File: src/design/hhlp_pkg.sv
// Shared types, codes and the prefix table of the HTTP header line parser.
`default_nettype none

package hhlp_pkg;

	// Default packet buffer size in bytes
	localparam int unsigned BUFFER_BYTES_DEF = 2048;

	// Width of the offset, length and header length result fields
	localparam int unsigned OUT_W = 12;

	// Prefix table geometry
	localparam int unsigned NUM_PAT = 12;
	localparam int unsigned PAT_MAX = 27;
	localparam int unsigned OFS_W = 5;

	localparam logic [7:0] CH_CR = 8'd13;
	localparam logic [7:0] CH_LF = 8'd10;

	typedef enum logic [2:0] {
		EV_LINE     = 3'd0,
		EV_HDR_END  = 3'd1,
		EV_BUF_END  = 3'd2,
		EV_POST     = 3'd3,
		EV_NOT_HTTP = 3'd4
	} event_t;

	typedef enum logic [1:0] {
		MSG_GET   = 2'd0,
		MSG_RESP  = 2'd1,
		MSG_POST  = 2'd2,
		MSG_OTHER = 2'd3
	} msg_t;

	typedef enum logic [1:0] {
		BODY_UNKNOWN = 2'd0,
		BODY_CLEN    = 2'd1,
		BODY_CHUNKED = 2'd2
	} body_t;

	// Field codes that steer the body kind
	localparam logic [3:0] FC_NONE    = 4'd0;
	localparam logic [3:0] FC_CLEN    = 4'd8;
	localparam logic [3:0] FC_CHUNKED = 4'd9;

	// Table entries that decide the message type
	localparam int unsigned PAT_POST = 0;
	localparam int unsigned PAT_GET  = 1;
	localparam int unsigned PAT_HTTP = 2;

	// Prefix text, right justified: char o of an entry of length L sits at byte L-1-o
	localparam logic [PAT_MAX*8-1:0] PAT_TEXT [NUM_PAT] = '{
		"POST ", "GET ", "HTTP/1.", "Host: ", "Accept-Encoding: ", "Accept: ",
		{"User", "_Agent: "}, "Content-Type: ", {"Content", "_Encoding: "},
		"Content-Length: ", "Transfer-Encoding: chunked",
		"Transfer-Encoding:  chunked"
	};

	localparam logic [OFS_W-1:0] PAT_LEN [NUM_PAT] = '{
		5'd5, 5'd4, 5'd7, 5'd6, 5'd17, 5'd8, 5'd12, 5'd14, 5'd18, 5'd16, 5'd26, 5'd27
	};

	localparam logic [3:0] PAT_CODE [NUM_PAT] = '{
		4'd0, 4'd0, 4'd1, 4'd2, 4'd3, 4'd4, 4'd5, 4'd6, 4'd7, 4'd8, 4'd9, 4'd9
	};

	// One result word as held in the output register
	typedef struct packed {
		event_t           event_res;
		logic [3:0]       field_code;
		logic [OUT_W-1:0] line_offset;
		logic [OUT_W-1:0] line_length;
		msg_t             message_type;
		body_t            body_kind;
		logic [OUT_W-1:0] header_length;
		logic             last_of_run;
	} res_t;

	// Fold ASCII upper case letters to lower case
	function automatic logic [7:0] lower_case(input logic [7:0] c);
		return (c >= 8'd65 && c <= 8'd90) ? c + 8'd32 : c;
	endfunction

	// Character o of table entry k, zero past its end
	function automatic logic [7:0] pat_char(input int unsigned k, input logic [OFS_W-1:0] o);
		logic [PAT_MAX*8-1:0] t;
		int unsigned l;
		t = PAT_TEXT[k];
		l = int'(PAT_LEN[k]);
		if (int'(o) < l) begin
			return t[8*(l-1-int'(o)) +: 8];
		end
		return 8'd0;
	endfunction

endpackage

`default_nettype wire

File: src/design/hhlp_byte_if.sv
// Input channel: one payload byte per word with its end of buffer mark.
`default_nettype none

interface hhlp_byte_if;
	logic       valid;
	logic       ready;
	logic [7:0] data_byte;
	logic       last_byte;

	modport source (output valid, output data_byte, output last_byte, input ready);
	modport sink (input valid, input data_byte, input last_byte, output ready);
endinterface

`default_nettype wire

File: src/design/hhlp_res_if.sv
// Result channel: one parser event per word.
`default_nettype none

interface hhlp_res_if;
	logic        valid;
	logic        ready;
	logic [2:0]  event_res;
	logic [3:0]  field_code;
	logic [11:0] line_offset;
	logic [11:0] line_length;
	logic [1:0]  message_type;
	logic [1:0]  body_kind;
	logic [11:0] header_length;
	logic        last_of_run;

	modport source (
		output valid, output event_res, output field_code, output line_offset,
		output line_length, output message_type, output body_kind,
		output header_length, output last_of_run, input ready
	);
	modport sink (
		input valid, input event_res, input field_code, input line_offset,
		input line_length, input message_type, input body_kind,
		input header_length, input last_of_run, output ready
	);
endinterface

`default_nettype wire

File: src/design/http_header_line_parser.sv
// Top level of the HTTP header line parser.
`default_nettype none

// Takes one payload byte per cycle and keeps up with one byte every cycle while the
// result channel does not stall. A byte is registered at the input, scanned there by
// the parallel prefix compare and the line and message state logic, and its results
// go to the output register as the byte leaves the input stage. Most bytes give no
// result or one; a byte that both closes a recognized line and ends the buffer gives
// two, which the output register hands out one after the other while the input holds.
// After the last byte of a buffer all parsing state returns to its reset value, so the
// next buffer may follow in the very next cycle. Positions count up to BUFFER_BYTES and
// then stay there; offsets and lengths are reported in their low 12 bits.
module http_header_line_parser #(
	parameter int unsigned BUFFER_BYTES = hhlp_pkg::BUFFER_BYTES_DEF
) (
	input wire logic clk,
	input wire logic arst_n,
	hhlp_byte_if.sink  bytes,
	hhlp_res_if.source results
);

	localparam int unsigned POS_W = $clog2(BUFFER_BYTES + 1);
	localparam int unsigned OW    = hhlp_pkg::OUT_W;
	localparam int unsigned NP    = hhlp_pkg::NUM_PAT;
	localparam int unsigned OFS_W = hhlp_pkg::OFS_W;
	localparam logic [POS_W-1:0] POS_BUF = POS_W'(BUFFER_BYTES);

	// Input stage
	logic       valid_s1;
	logic [7:0] data_s1;
	logic       last_s1;

	// Parsing state
	logic [POS_W-1:0]      pos_q;
	logic [POS_W-1:0]      lstart_q;
	logic                  cr_q;
	logic [NP-1:0]         alive_q;
	hhlp_pkg::msg_t        kind_q;
	logic                  first_q;
	hhlp_pkg::body_t       body_q;
	logic                  fin_q;

	// Output register: up to two words, pend_q still to deliver
	hhlp_pkg::res_t res0_q;
	hhlp_pkg::res_t res1_q;
	logic [1:0]     pend_q;

	logic load;
	logic pop;

	// Next state and results of the byte in the input stage
	logic [POS_W-1:0] n_pos;
	logic [POS_W-1:0] n_lstart;
	logic             n_cr;
	logic [NP-1:0]    n_alive;
	hhlp_pkg::msg_t   n_kind;
	logic             n_first;
	hhlp_pkg::body_t  n_body;
	logic             n_fin;
	hhlp_pkg::res_t   res_a;
	hhlp_pkg::res_t   res_b;
	logic             a_v;
	logic             b_v;

	logic [POS_W-1:0] offs;
	logic [POS_W-1:0] llen;
	logic             near;
	logic             active;
	logic             crlf;
	logic [NP-1:0]    alive_nx;
	logic             hit;
	logic [3:0]       hcode;

	// Handshake: take a new byte whenever the input stage empties this cycle
	assign pop   = results.valid && results.ready;
	assign load  = valid_s1 && ((pend_q == 2'd0) || ((pend_q == 2'd1) && results.ready));
	assign bytes.ready = !valid_s1 || load;

	assign offs   = pos_q - lstart_q;
	assign llen   = offs - POS_W'(1);
	assign near   = (offs >> OFS_W) == '0;
	assign active = !fin_q && (pos_q != POS_BUF);
	assign crlf   = cr_q && (data_s1 == hhlp_pkg::CH_LF);

	hhlp_prefix_match u_match (
		.alive      (alive_q),
		.offset     (offs[OFS_W-1:0]),
		.near       (near),
		.data       (data_s1),
		.alive_next (alive_nx)
	);

	// Pick the first table entry, after the POST entry, that a closed line matches
	always_comb begin
		hit   = 1'b0;
		hcode = hhlp_pkg::FC_NONE;
		for (int k = NP - 1; k >= 1; k--) begin
			if (alive_q[k] && (llen >= POS_W'(hhlp_pkg::PAT_LEN[k]))) begin
				hit   = 1'b1;
				hcode = hhlp_pkg::PAT_CODE[k];
			end
		end
	end

	// Advance the line and message state and build the results of one byte
	always_comb begin
		n_pos    = pos_q;
		n_lstart = lstart_q;
		n_cr     = cr_q;
		n_alive  = alive_q;
		n_kind   = kind_q;
		n_first  = first_q;
		n_body   = body_q;
		n_fin    = fin_q;
		res_a    = '0;
		res_b    = '0;
		a_v      = 1'b0;
		b_v      = 1'b0;

		if (active) begin
			if (crlf) begin
				if (llen == '0) begin
					n_fin = 1'b1;
					a_v   = 1'b1;
					res_a.event_res     = hhlp_pkg::EV_HDR_END;
					res_a.header_length = OW'(pos_q + POS_W'(1));
				end else if (hit) begin
					if (hcode == hhlp_pkg::FC_CLEN) begin
						n_body = hhlp_pkg::BODY_CLEN;
					end else if (hcode == hhlp_pkg::FC_CHUNKED) begin
						n_body = hhlp_pkg::BODY_CHUNKED;
					end
					a_v = 1'b1;
					res_a.event_res   = hhlp_pkg::EV_LINE;
					res_a.field_code  = hcode;
					res_a.line_offset = OW'(lstart_q);
					res_a.line_length = OW'(llen);
				end
				n_lstart = pos_q + POS_W'(1);
				n_alive  = '1;
				n_cr     = 1'b0;
			end else begin
				n_alive = alive_nx;
				n_cr    = data_s1 == hhlp_pkg::CH_CR;
				if (!first_q) begin
					if (alive_nx[hhlp_pkg::PAT_POST] && (offs == POS_W'(4))) begin
						n_kind  = hhlp_pkg::MSG_POST;
						n_first = 1'b1;
						n_fin   = 1'b1;
						a_v     = 1'b1;
						res_a.event_res = hhlp_pkg::EV_POST;
					end else if (alive_nx[hhlp_pkg::PAT_GET] && (offs == POS_W'(3))) begin
						n_kind  = hhlp_pkg::MSG_GET;
						n_first = 1'b1;
					end else if (alive_nx[hhlp_pkg::PAT_HTTP] && (offs == POS_W'(6))) begin
						n_kind  = hhlp_pkg::MSG_RESP;
						n_first = 1'b1;
					end else if (alive_nx[2:0] == 3'b000) begin
						n_kind  = hhlp_pkg::MSG_OTHER;
						n_first = 1'b1;
						n_fin   = 1'b1;
						a_v     = 1'b1;
						res_a.event_res = hhlp_pkg::EV_NOT_HTTP;
					end
				end
			end
			n_pos = pos_q + POS_W'(1);
		end
		res_a.message_type = n_kind;
		res_a.body_kind    = n_body;

		// End of buffer: report it unless parsing already stopped, then return to the reset state
		if (last_s1) begin
			if (!n_fin) begin
				b_v = 1'b1;
				if (!n_first) begin
					n_kind = hhlp_pkg::MSG_OTHER;
					res_b.event_res = hhlp_pkg::EV_NOT_HTTP;
				end else begin
					res_b.event_res     = hhlp_pkg::EV_BUF_END;
					res_b.header_length = OW'(n_lstart);
				end
				res_b.message_type = n_kind;
				res_b.body_kind    = n_body;
			end
			n_pos    = '0;
			n_lstart = '0;
			n_cr     = 1'b0;
			n_alive  = '1;
			n_kind   = hhlp_pkg::MSG_OTHER;
			n_first  = 1'b0;
			n_body   = hhlp_pkg::BODY_UNKNOWN;
			n_fin    = 1'b0;
		end

		// Mark the last word of the run
		res_a.last_of_run = !b_v;
		res_b.last_of_run = 1'b1;
	end

	// Control registers
	always_ff @(posedge clk or negedge arst_n) begin
		if (!arst_n) begin
			valid_s1 <= 1'b0;
			pos_q    <= '0;
			lstart_q <= '0;
			cr_q     <= 1'b0;
			alive_q  <= '1;
			kind_q   <= hhlp_pkg::MSG_OTHER;
			first_q  <= 1'b0;
			body_q   <= hhlp_pkg::BODY_UNKNOWN;
			fin_q    <= 1'b0;
			pend_q   <= 2'd0;
		end else begin
			if (bytes.ready) begin
				valid_s1 <= bytes.valid;
			end
			if (load) begin
				pos_q    <= n_pos;
				lstart_q <= n_lstart;
				cr_q     <= n_cr;
				alive_q  <= n_alive;
				kind_q   <= n_kind;
				first_q  <= n_first;
				body_q   <= n_body;
				fin_q    <= n_fin;
				pend_q   <= {1'b0, a_v} + {1'b0, b_v};
			end else if (pop) begin
				pend_q <= pend_q - 2'd1;
			end
		end
	end

	// Payload registers
	always_ff @(posedge clk) begin
		if (bytes.valid && bytes.ready) begin
			data_s1 <= bytes.data_byte;
			last_s1 <= bytes.last_byte;
		end
		if (load) begin
			res0_q <= a_v ? res_a : res_b;
			res1_q <= res_b;
		end else if (pop && (pend_q == 2'd2)) begin
			res0_q <= res1_q;
		end
	end

	// Drive the result channel from the head word
	assign results.valid         = pend_q != 2'd0;
	assign results.event_res     = res0_q.event_res;
	assign results.field_code    = res0_q.field_code;
	assign results.line_offset   = res0_q.line_offset;
	assign results.line_length   = res0_q.line_length;
	assign results.message_type  = res0_q.message_type;
	assign results.body_kind     = res0_q.body_kind;
	assign results.header_length = res0_q.header_length;
	assign results.last_of_run   = res0_q.last_of_run;

	// Positions saturate at the buffer size
	a_pos_sat: assert property (@(posedge clk) disable iff (!arst_n)
		pos_q <= POS_BUF)
		else $error("byte position beyond buffer size");

	// A line never starts past the current position
	a_line_start: assert property (@(posedge clk) disable iff (!arst_n)
		lstart_q <= pos_q)
		else $error("line start ahead of byte position");

	// The final byte of a buffer returns the parser to its start state
	a_buf_restart: assert property (@(posedge clk) disable iff (!arst_n)
		(load && last_s1) |=> (pos_q == '0 && !fin_q && !first_q))
		else $error("parser state not cleared after last byte");

	// With two words queued the head word is not the last of its run
	a_run_order: assert property (@(posedge clk) disable iff (!arst_n)
		(pend_q == 2'd2) |-> !res0_q.last_of_run)
		else $error("run end marked on first of two words");

	// Parsing only stops once the message type is settled
	a_fin_typed: assert property (@(posedge clk) disable iff (!arst_n)
		fin_q |-> first_q)
		else $error("header finished before message type decided");

endmodule

`default_nettype wire

File: src/design/hhlp_prefix_match.sv
// Per-prefix match bits: drop each table entry whose next character differs from the byte.
`default_nettype none

module hhlp_prefix_match (
	input  wire logic [hhlp_pkg::NUM_PAT-1:0] alive,
	input  wire logic [hhlp_pkg::OFS_W-1:0]   offset,
	input  wire logic                         near,
	input  wire logic [7:0]                   data,
	output logic      [hhlp_pkg::NUM_PAT-1:0] alive_next
);

	logic [7:0] data_lc;

	assign data_lc = hhlp_pkg::lower_case(data);

	// Compare every entry in parallel, case folded, only inside its length
	for (genvar k = 0; k < hhlp_pkg::NUM_PAT; k++) begin : g_pat
		logic in_pat;
		logic differs;

		assign in_pat  = near && (offset < hhlp_pkg::PAT_LEN[k]);
		assign differs = data_lc != hhlp_pkg::lower_case(hhlp_pkg::pat_char(k, offset));
		assign alive_next[k] = alive[k] && !(in_pat && differs);
	end

endmodule

`default_nettype wire

File: src/flat_wrapper.sv
// flat-port wrapper written by rule: the top's interface ports become plain ports
module http_header_line_parser_flat 
#(
	parameter int unsigned BUFFER_BYTES = hhlp_pkg::BUFFER_BYTES_DEF
)
  (clk, arst_n, bytes_valid, bytes_data_byte, bytes_last_byte, bytes_ready, results_valid, results_event_res, results_field_code, results_line_offset, results_line_length, results_message_type, results_body_kind, results_header_length, results_last_of_run, results_ready);
  hhlp_byte_if bytes_i ();
  hhlp_res_if results_i ();
  input wire logic clk;
  input wire logic arst_n;
  input wire logic [$bits(bytes_i.valid)-1:0] bytes_valid;
  input wire logic [$bits(bytes_i.data_byte)-1:0] bytes_data_byte;
  input wire logic [$bits(bytes_i.last_byte)-1:0] bytes_last_byte;
  output wire logic [$bits(bytes_i.ready)-1:0] bytes_ready;
  output wire logic [$bits(results_i.valid)-1:0] results_valid;
  output wire logic [$bits(results_i.event_res)-1:0] results_event_res;
  output wire logic [$bits(results_i.field_code)-1:0] results_field_code;
  output wire logic [$bits(results_i.line_offset)-1:0] results_line_offset;
  output wire logic [$bits(results_i.line_length)-1:0] results_line_length;
  output wire logic [$bits(results_i.message_type)-1:0] results_message_type;
  output wire logic [$bits(results_i.body_kind)-1:0] results_body_kind;
  output wire logic [$bits(results_i.header_length)-1:0] results_header_length;
  output wire logic [$bits(results_i.last_of_run)-1:0] results_last_of_run;
  input wire logic [$bits(results_i.ready)-1:0] results_ready;
  assign bytes_i.valid = bytes_valid;
  assign bytes_i.data_byte = bytes_data_byte;
  assign bytes_i.last_byte = bytes_last_byte;
  assign bytes_ready = bytes_i.ready;
  assign results_valid = results_i.valid;
  assign results_event_res = results_i.event_res;
  assign results_field_code = results_i.field_code;
  assign results_line_offset = results_i.line_offset;
  assign results_line_length = results_i.line_length;
  assign results_message_type = results_i.message_type;
  assign results_body_kind = results_i.body_kind;
  assign results_header_length = results_i.header_length;
  assign results_last_of_run = results_i.last_of_run;
  assign results_i.ready = results_ready;
  http_header_line_parser #(.BUFFER_BYTES(BUFFER_BYTES)) u_core (.clk(clk), .arst_n(arst_n), .bytes(bytes_i), .results(results_i));
endmodule
File: config.mk
export PLATFORM = sky130hd
export DESIGN_NAME = http_header_line_parser_flat
export DESIGN_NICKNAME = d
export VERILOG_FILES = /design/src/design/hhlp_pkg.sv /design/src/design/hhlp_byte_if.sv /design/src/design/hhlp_res_if.sv /design/src/design/http_header_line_parser.sv /design/src/design/hhlp_prefix_match.sv /design/src/flat_wrapper.sv
export SDC_FILE = /design/constraint.sdc
export NUM_CORES = 1
export LEC_CHECK = 0
export BUFFER_PORTS_ARGS = -buffer_cell sky130_fd_sc_hd__buf_2
export CORE_UTILIZATION = 64
export DETAILED_ROUTE_END_ITERATION = 16
export PLACE_DENSITY = 0.83
export SLEW_MARGIN = 0
export SYNTH_ARGS = -nofsm -noshare
export SYNTH_HDL_FRONTEND = slang
export SYNTH_HIERARCHICAL = 1
export SYNTH_SLANG_ARGS = --single-unit
File: constraint.sdc
create_clock -name clk -period 9.4 [get_ports clk]
set_input_delay 0.94 -clock clk [delete_from_list [all_inputs] [get_ports clk]]
set_output_delay 0.94 -clock clk [all_outputs]
set_load 0.03 [all_outputs]
==> results.sh <==
export IMPL_synth_xor_area_share_pct=6.69
export IMPL_synth_seq_cells=121
export IMPL_yosysWarnings=6
export IMPL_final_min_clock_period_ps=7690
export IMPL_path_class="register to register"
export IMPL_whs_ps=473
export IMPL_report_final_hold_viol_count=0
export IMPL_tritoncts="done"
export IMPL_synthMuxAreaShare_pct=3.08
export IMPL_die_area_um2=19500
export IMPL_r2r_start="u_core/pos_q[0]"
export IMPL_drv_cap=0
export IMPL_worstMarginPinSlew_ps=1190
export IMPL_drc=0
export IMPL_grt_start_max_net_pins=75
export IMPL_yosysSeqAreaShare_pct=28.2
export IMPL_final_cell_mix="147 x nor2_1, 143 x nand2_1, 94 x a21oi_1"
export IMPL_synthArstFlopShare_pct=38.0
export IMPL_drtIter0Drc=1578
export IMPL_ios=63
export IMPL_syn_area_um2=12100
export IMPL_worstPathMaxFanout=18
export IMPL_synth_area_per_cell_um2=8.08
export IMPL_clock_skew_ps=10.8
export IMPL_layout_commonest_cell="nor2_1"
export IMPL_timing_setup_tns_ps=0
export IMPL_period_share_pct=81.8
export IMPL_grt_pass1_wl_mm=59.7
export IMPL_slew_violations=0
export IMPL_syn_inst=1498
export IMPL_cts_resized=0
export IMPL_slew_headroom_pct=19.8
export IMPL_ant_nets=0
export IMPL_start_kind="register"
export IMPL_synth_cell_types=106
export IMPL_drt_first_pass_iters=7
export IMPL_cts_setup_buffers=0
export IMPL_syn_nets=1569
export IMPL_yosys_area_share_adder_pct=6.14
export IMPL_start_util_pct=66.3
export IMPL_syn2layout_area_growth_pct=7.72
export IMPL_synth_ff_type="edfxtp_1"
export IMPL_vias=12400
export IMPL_numCtsBuffers=17
export IMPL_nNetsFinal=1574
export IMPL_cp_required_ps=9680
export IMPL_leakage_nw=5.18
export IMPL_core_area_um2=18300
export IMPL_crit_path_end_kind="register"
export IMPL_yosys_area_share_simple_pct=23.6
export IMPL_r2r_slack_ps=1710
export IMPL_dp_hpwl_mm=25.8
export IMPL_grt_antenna_before_repair=1
export IMPL_port_buffers=62
export IMPL_synth_top_family_by_area="compound AO/OA/AOI/OAI gates"
export IMPL_endpoint="u_core/results.header_length[0]"
export IMPL_synth_edf_count=75
export IMPL_synth_compound_area_share_pct=27.1
export IMPL_reg2reg_depth=25
export IMPL_r2r_end="u_core/results.header_length[0]"
export IMPL_antenna_cells=0
export IMPL_fp_row_count=49
export IMPL_drt_total_wl_mm=38.0
export IMPL_ir_drop_uv=314
export IMPL_routed_via_density=7.11
export IMPL_cts_hold_buffers=0
export IMPL_power_density_nw_per_um2=395
export IMPL_gp_congestion=0.994
export IMPL_clock_latency_ps=430
export IMPL_fmax_ghz=0.130
export IMPL_clockBufferDepth=2
export IMPL_hp_class="register to register"
export IMPL_clk_pin_slew_ps=60
export IMPL_cts_htree_levels=4
export IMPL_crit_arrival_ps=7970
export IMPL_grt_total_usage_pct=38.8
export IMPL_grt_overflow_total=0
export IMPL_die_y_um=140
export IMPL_root_buffer="clkbuf_16"
export IMPL_die_w_um=140
export IMPL_outcome="finished, final reports clean"
export IMPL_drive_above_1_share_pct=12.3
export IMPL_setup_viol=0
export IMPL_wire_per_inst_um=21.8
export IMPL_clock_sinks=121
export IMPL_worstSetupStartpoint="u_core/pos_q[0]"
export IMPL_rsz0062_at_grt="no"
export IMPL_first_global_vias=10900
==> registers in the layout, summed over array words and instances, names as in the netlist, 2 cells and up <==
signal / count
u_core/results.header_length: 12
u_core/results.line_length: 12
u_core/results.line_offset: 12
u_core/res1_q: 18
u_core/alive_q: 12
u_core/results.message_type: 2
u_core/body_q: 2
u_core/pos_q: 12
u_core/results.field_code: 4
u_core/lstart_q: 12
u_core/results.body_kind: 2
u_core/pend_q: 2
u_core/results.event_res: 3
u_core/kind_q: 2
u_core/data_s1: 8
==> layout make-up <==
cell class	count	area (um2)
multi-input combinational	1224	8080
fill	1447	5230
sequential	121	3420
timing repair buffer	85	483
clock buffer	17	425
tap	229	287
inverter	54	203
clock inverter	15	146
==> per-layer routing <==
metal	global-route usage (%)	up-vias	part of all wire [%]
met4	11.3	2	2.5
met2	56.4	940	42
li1	-	5576	-
met1	54.6	5789	41
met3	12.8	101	15
met5	0	-	0.034
==> cells in the mapped netlist, types with 12 or more instances <==
master,instances,area share (%)
nor2_1,147,4.6
nand2_1,144,4.5
a21oi_1,94,3.9
o21ai_0,92,3.8
edfxtp_1,75,19
clkbuf_1,68,2.1
xnor2_1,64,4.6
ha_1,57,5.9
inv_1,48,1.5
nand3_1,46,1.9
nor3_1,43,1.8
nor2b_1,34,1.8
dfrtp_1,32,6.6
nand2b_1,29,1.5
mux2i_1,26,2.1
o22ai_1,23,1.2
xor2_1,23,1.7
buf_2,22,0.91
a31oi_1,21,1.1
o21ai_1,21,0.87
and3_1,19,0.98
a211oi_1,18,1.1
a21o_1,16,0.99
a22oi_1,16,0.99
and2_1,14,0.72
dfstp_2,14,3.0
o211ai_1,14,0.87
or3_1,14,0.72
o31ai_1,12,0.74
==> power by group <==
group	internal, mW	switching [mW]
sequential	0.831	0.104
combinational	1.25	2.33
clock	0.353	0.283
total	2.43	2.72
==> per-stage QoR <==
| stage | total power [mW] | setup WS (ps) | util, % | cells | area, um2 |
|---|---|---|---|---|---|
| 2_1_floorplan | 3.62 | 2800 | - | 1498 | 12100 |
| 3_3_place_gp | 4.30 | 2240 | 68.3 | 1713 | 12500 |
| 3_5_place_dp | 4.38 | 2020 | 68.3 | 1713 | 12500 |
| 4_1_cts | 5.04 | 1950 | 71.4 | 1745 | 13000 |
| 5_1_grt | 5.48 | 1280 | 71.4 | 1745 | 13000 |
| 6_report | 5.15 | 1710 | 71.4 | 1745 | 13000 |
==> how the worst min path moves through the flow <==
stage / startpoint / end / depth (start not counted)
final: u_core/alive_q[0] / u_core/alive_q[0] / 2
after global routing: u_core/alive_q[0] / u_core/alive_q[0] / 2
after global placement: u_core/alive_q[0] / u_core/alive_q[0] / 2
after detailed placement: u_core/alive_q[0] / u_core/alive_q[0] / 2
after CTS: u_core/alive_q[0] / u_core/alive_q[0] / 2
after floorplan: u_core/cr_q / u_core/cr_q / 2
==> kinds of logic (layout without fill, tap and decap cells) <==
kind of cell	Yosys count	in the layout
AOI/OAI and AO/OA	470	470
xor gates and xnor gates	90	90
adders and majority gates	59	59
buffers and inverters	153	171
and+or+nand+nor	569	569
muxes	36	36
DFF	121	121
==> worst max-delay path, cell delays in order, from the launching register on <==
cell,delay [ps]
dfrtp_1,440
inv_1,110
ha_1,240
fa_1,410
nand2b_1,190
a21oi_1,170
xnor2_1,310
clkinv_1,210
inv_2,360
ha_1,650
nor4b_1,320
nand3_1,220
a21oi_1,410
ha_1,320
xnor2_1,130
or4b_1,460
o21ai_1,90
o2111ai_1,120
a41oi_1,340
nor3_1,80
a31oi_1,260
or2_1,200
a41oi_2,460
or2_1,510
or3b_1,410
a21oi_1,130
No activity file was read; power rests on OpenSTA's default activity.
